File: src/rtl/core/mlk_pkg.sv
// Shared types and constants for the multiplexed link receiver.
// Used by the controller, datapath and top level.
package mlk_pkg;

  localparam int IdBitsDefault = 16;

  localparam logic [7:0]  IdleTicksReset = 8'd60;
  localparam logic [7:0]  PingTicksReset = 8'd10;
  localparam logic [47:0] OpcodeSetReset = 48'd5514788471040;

  localparam logic [1:0] RegServerRole = 2'd0;
  localparam logic [1:0] RegIdleTicks  = 2'd1;
  localparam logic [1:0] RegPingTicks  = 2'd2;
  localparam logic [1:0] RegOpcodeSet  = 2'd3;

  localparam int OpcPing    = 0;
  localparam int OpcPong    = 1;
  localparam int OpcHello   = 2;
  localparam int OpcConnect = 3;
  localparam int OpcBye     = 4;
  localparam int OpcData    = 5;

  typedef enum logic [1:0] {
    OP_LINK   = 2'd0,
    OP_TICK   = 2'd1,
    OP_OPEN   = 2'd2,
    OP_REMOVE = 2'd3
  } op_t;

  typedef enum logic [1:0] {
    PH_CMD    = 2'd0,
    PH_CLIENT = 2'd1,
    PH_HDR    = 2'd2,
    PH_DATA   = 2'd3
  } phase_t;

  typedef enum logic [3:0] {
    K_NONE     = 4'd0,
    K_PONG     = 4'd1,
    K_PING     = 4'd2,
    K_IDLE     = 4'd3,
    K_ERR      = 4'd4,
    K_ADDED    = 4'd5,
    K_RESUME   = 4'd6,
    K_BYE      = 4'd7,
    K_DATA     = 4'd8,
    K_OPENED   = 4'd9,
    K_OPENFAIL = 4'd10,
    K_REMOVED  = 4'd11
  } kind_t;

  typedef enum logic [1:0] {
    C_NONE    = 2'd0,
    C_UNKNOWN = 2'd1,
    C_CLIENT  = 2'd2,
    C_DATA    = 2'd3
  } cause_t;

  typedef struct packed {
    logic clear;
    logic accept;
    logic exec;
    logic scan_rd;
    logic scan_chk;
  } cmd_t;

  typedef struct packed {
    logic clear_done;
    logic open_scan;
    logic scan_wrap;
    logic scan_free;
  } sts_t;

endpackage

File: src/rtl/core/mlk_ctrl.sv
// Controller state machine for the multiplexed link receiver.
// Depends on mlk_pkg for the command and status structs.
module mlk_ctrl (
  input  logic         clk,
  input  logic         rst,
  input  logic         in_valid,
  output logic         in_ready,
  output logic         out_valid,
  input  logic         out_ready,
  input  mlk_pkg::sts_t sts,
  output mlk_pkg::cmd_t cmd
);

  typedef enum logic [5:0] {
    S_CLEAR    = 6'b000001,
    S_IDLE     = 6'b000010,
    S_EXEC     = 6'b000100,
    S_SCAN_RD  = 6'b001000,
    S_SCAN_CHK = 6'b010000,
    S_OUT      = 6'b100000
  } state_t;

  state_t state, state_next;

  always_ff @(posedge clk) begin
    if (rst) begin
      state <= S_CLEAR;
    end else begin
      state <= state_next;
    end
  end

  always_comb begin
    state_next = state;
    cmd = '0;
    in_ready = 1'b0;
    out_valid = 1'b0;
    unique case (state)
      S_CLEAR: begin
        cmd.clear = 1'b1;
        if (sts.clear_done) state_next = S_IDLE;
      end
      S_IDLE: begin
        in_ready = 1'b1;
        if (in_valid) begin
          cmd.accept = 1'b1;
          state_next = S_EXEC;
        end
      end
      S_EXEC: begin
        cmd.exec = 1'b1;
        state_next = sts.open_scan ? S_SCAN_RD : S_OUT;
      end
      S_SCAN_RD: begin
        cmd.scan_rd = 1'b1;
        state_next = sts.scan_wrap ? S_OUT : S_SCAN_CHK;
      end
      S_SCAN_CHK: begin
        cmd.scan_chk = 1'b1;
        state_next = sts.scan_free ? S_OUT : S_SCAN_RD;
      end
      S_OUT: begin
        out_valid = 1'b1;
        if (out_ready) state_next = S_IDLE;
      end
      default: state_next = S_CLEAR;
    endcase
  end

  a_no_overlap: assert property (@(posedge clk) disable iff (rst)
    !(in_ready && out_valid)) else $error("input taken while result pending");
  a_accept_exec: assert property (@(posedge clk) disable iff (rst)
    cmd.accept |=> cmd.exec) else $error("accepted request not executed");
  a_out_holds: assert property (@(posedge clk) disable iff (rst)
    out_valid && !out_ready |=> out_valid) else $error("result dropped");

endmodule

File: config.mk
export PLATFORM = sky130hd
export DESIGN_NAME = mlk_ctrl
export DESIGN_NICKNAME = d
export VERILOG_FILES = /design/src/rtl/core/mlk_pkg.sv /design/src/rtl/core/mlk_ctrl.sv
export SDC_FILE = /design/constraint.sdc
export NUM_CORES = 1
export LEC_CHECK = 0
export BUFFER_PORTS_ARGS = -buffer_cell sky130_fd_sc_hd__buf_2
export CORE_AREA = 2 2 39 41
export DETAILED_ROUTE_END_ITERATION = 16
export DIE_AREA = 0 0 41 43
export MAX_ROUTING_LAYER = met4
export RECOVER_POWER = 50
export SLEW_MARGIN = 10
export SYNTH_ARGS = -nofsm -noshare
export SYNTH_HDL_FRONTEND = slang
export SYNTH_SLANG_ARGS = --single-unit
File: constraint.sdc
create_clock -name clk -period 2.3 [get_ports clk]
set_clock_uncertainty 0.2 [all_clocks]
set_input_delay 0.23 -clock clk [delete_from_list [all_inputs] [get_ports clk]]
set_output_delay 0.23 -clock clk [all_outputs]
set_load 0.02 [all_outputs]
==> metrics.csv <==
stage;metric;value;unit
sta;setup ws final;177.0;ps
sta;Final TNS setup;0;ps
layout;commonest non-fill, non-tap cell in the layout;buf_2;
floorplan;die width;41;µm
sta;Slew Limit Fails;0;
floorplan;Initial Util;29.29;%
sta;setup violators final;0;
sta;Max Freq;471.0;MHz
detailed_routing;DRC;0;
yosys;synth unique cells;28;
yosys;Post-Syn Instances;44;
yosys;synth top area cells;dfxtp_1 (30%), nor3b_2 (9.3%), or4_4 (5.6%), nor3b_4 (4.6%), a22oi_1 (3.7%);
yosys;Post-synth EDFFs;0;
sta;count of final hold-check violations;0;
clock_network;root buf cell;clkbuf_4;
layout;# nets final;71;
sta;post-layout minimum cycle time;2123;ps
sta;Slew Limit Headroom;78.75;%
setup_path;Worst Path Required;1870;ps
yosys;Top FF cell, synth;dfxtp_1;
clock_network;Worst-path clk slew;40;ps
power_and_ir_drop;leak pwr;0.2299;nW
detailed_routing;routed vias;397;
hold_path;HP Class;primary input to flip-flop;
yosys;ys async rst share;0;%
layout;Area growth syn-to-layout;26.23;%
yosys;post-synth design cell area;405.4;µm²
clock_network;insertion delay to the later sink of the worst-skew pair;250;ps
sta;Worst Tran Pin Value;314.7;ps
yosys;syn avg cell area;9.213;µm²
sta;Final period util;92.30;%
placement;HPWL after detailed placement;725.2;µm
clock_network;clk sinks;6;
setup_path;CP Launch Type;flip-flop;
power_and_ir_drop;PD cells;605.0;nW/µm²
yosys;register bit total from synthesis;6;
clock_network;CTS buffer count;3;
floorplan;Ports;15;
power_and_ir_drop;Max VDD drop;241.4;µV
layout;Largest register FFs;6;
yosys;Mapped Nets;52;
grt;Total GRT Usage;14.43;%
run_status;outcome;finished clean;
placement;Final GP Congestion;0.7533;
grt;first-pass GRT wire length;1.593;mm
layout;combined area of the multi-input logic cells;250.2;µm²
detailed_routing;initial drt markers;3;
grt;global route total overflow;0;
detailed_routing;Pre-antenna DRT Iters;4;
grt;largest net degree at the start of global routing;9;
layout;most frequent cells in the layout;buf_2 (14), dfxtp_1 (6), inv_1 (4);
clock_network;TritonCTS clock tree;done;
placement;IO buf count;14;
layout;diodes inserted;0;
sta;RSZ-0062 raised after global routing;false;
layout;largest reg by FF count;state;
layout;Largest regs;state x6;
floorplan;die area;1763;µm²
setup_path;CP Max Fanout;7;
setup_path;crit end category;output port;
yosys;Seq/Total Area, Yosys;29.63;%
grt;vias in the first global route;386;
clock_network;CTS H-tree lvls;1;
floorplan;Rows;14;
yosys;largest area contributor in the netlist;dfxtp_1;
placement;Post-Place Worst Slack;423.4;ps
setup_path;critical path type;flip-flop to output port;
clock_network;CTS resizes;0;
yosys;Ys Warns;0;
detailed_routing;drt via density;5.156;
detailed_routing;DR WL/cell;12.26;µm
detailed_routing;Routed WL;944;µm
layout;fillers;153;
grt;initial antenna violation count;0;
layout;storage element area;120.1;µm²
floorplan;Die H;43;µm
floorplan;Core Area;1384;µm²
detailed_routing;Routed Antenna Nets;0;
clock_network;CTS Buffer Depth;2;
flow_run;max-cap check violation count;0;
setup_path;Crit path arrival time;1690;ps
layout;layout cells sized above 1;40.98;%
yosys;share of the synthesized area in the top cell type;29.63;%
## per-layer routing
layer	track usage (%)	vias to the layer above	wire [µm]
met5	-	-	0
met4	10.00	0	9
met3	4.712	2	42
met2	21.25	11	489
met1	15.53	184	402
li1	-	200	-
## final timing paths
check            from  endpoint  slack [ps]  cells past startpoint
max          state[0]    cmd[3]         180                      4
min            sts[2]  state[3]          40                      3
max reg2reg  state[0]  state[4]         480                      3
min reg2reg  state[4]  state[0]         470                      2
## cell type report
type | instances | share of cell area, %
multi-input combinational | 32 | 48.90
sequential | 6 | 23.47
timing repair buffer | 15 | 15.65
clock buffer | 3 | 4.401
tap | 16 | 3.912
inverter | 5 | 3.667
## synth_stat cells (2+ instances only)
cell / instances
inv_1: 4
dfxtp_1: 6
a31oi_1: 2
nor2_1: 3
and3_1: 2
a22oi_1: 2
or4_4: 2
nor3b_2: 3
## worst max-delay path, cell delays in order, from the launching register on
cell     delay (ps)
dfxtp_1         360
or4_4           550
nor3b_4         220
and2_4          160
buf_2           150
## cells by family (layout without fill, tap and decap cells)
logic type	after synthesis	after routing	synth area share, %
AND/OR/NAND/NOR	22	22	45.07
XOR/XNOR	1	1	2.161
AO/OA/AOI/OAI	9	9	15.74
buffers and inverters	6	23	7.405
flip-flops	6	6	29.63
## timing repair
| item | 4_1_cts | 5_1_grt |
|---|---|---|
| hold buffers | 1 | 0 |
| endpoints found under the hold margin | 2 | 0 |
| setup buffers | 0 | 0 |
## power breakdown
part	total [mW]	leakage [nW]	switching, mW	internal, mW
Sequential	0.125	0.0489	0.0127	0.112
Combinational	0.0875	0.167	0.0420	0.0454
Clock	0.0972	0.0138	0.0382	0.0590
Total	0.310	0.230	0.0930	0.217
## metrics by stage
step	power (mW)	hold slack, ps	instance area (µm²)	cells	utilization (%)
floorplan	0.1887	99.41	405.4	44	-
global route	0.3334	43.16	511.7	77	36.98
detailed placement	0.2136	227.5	484.2	73	34.99
CTS	0.3152	38.39	516.7	77	37.34
finish	0.3096	40.14	511.7	77	36.98
global placement	0.2122	226.2	484.2	73	34.99
No activity file was read; power rests on OpenSTA's default activity.
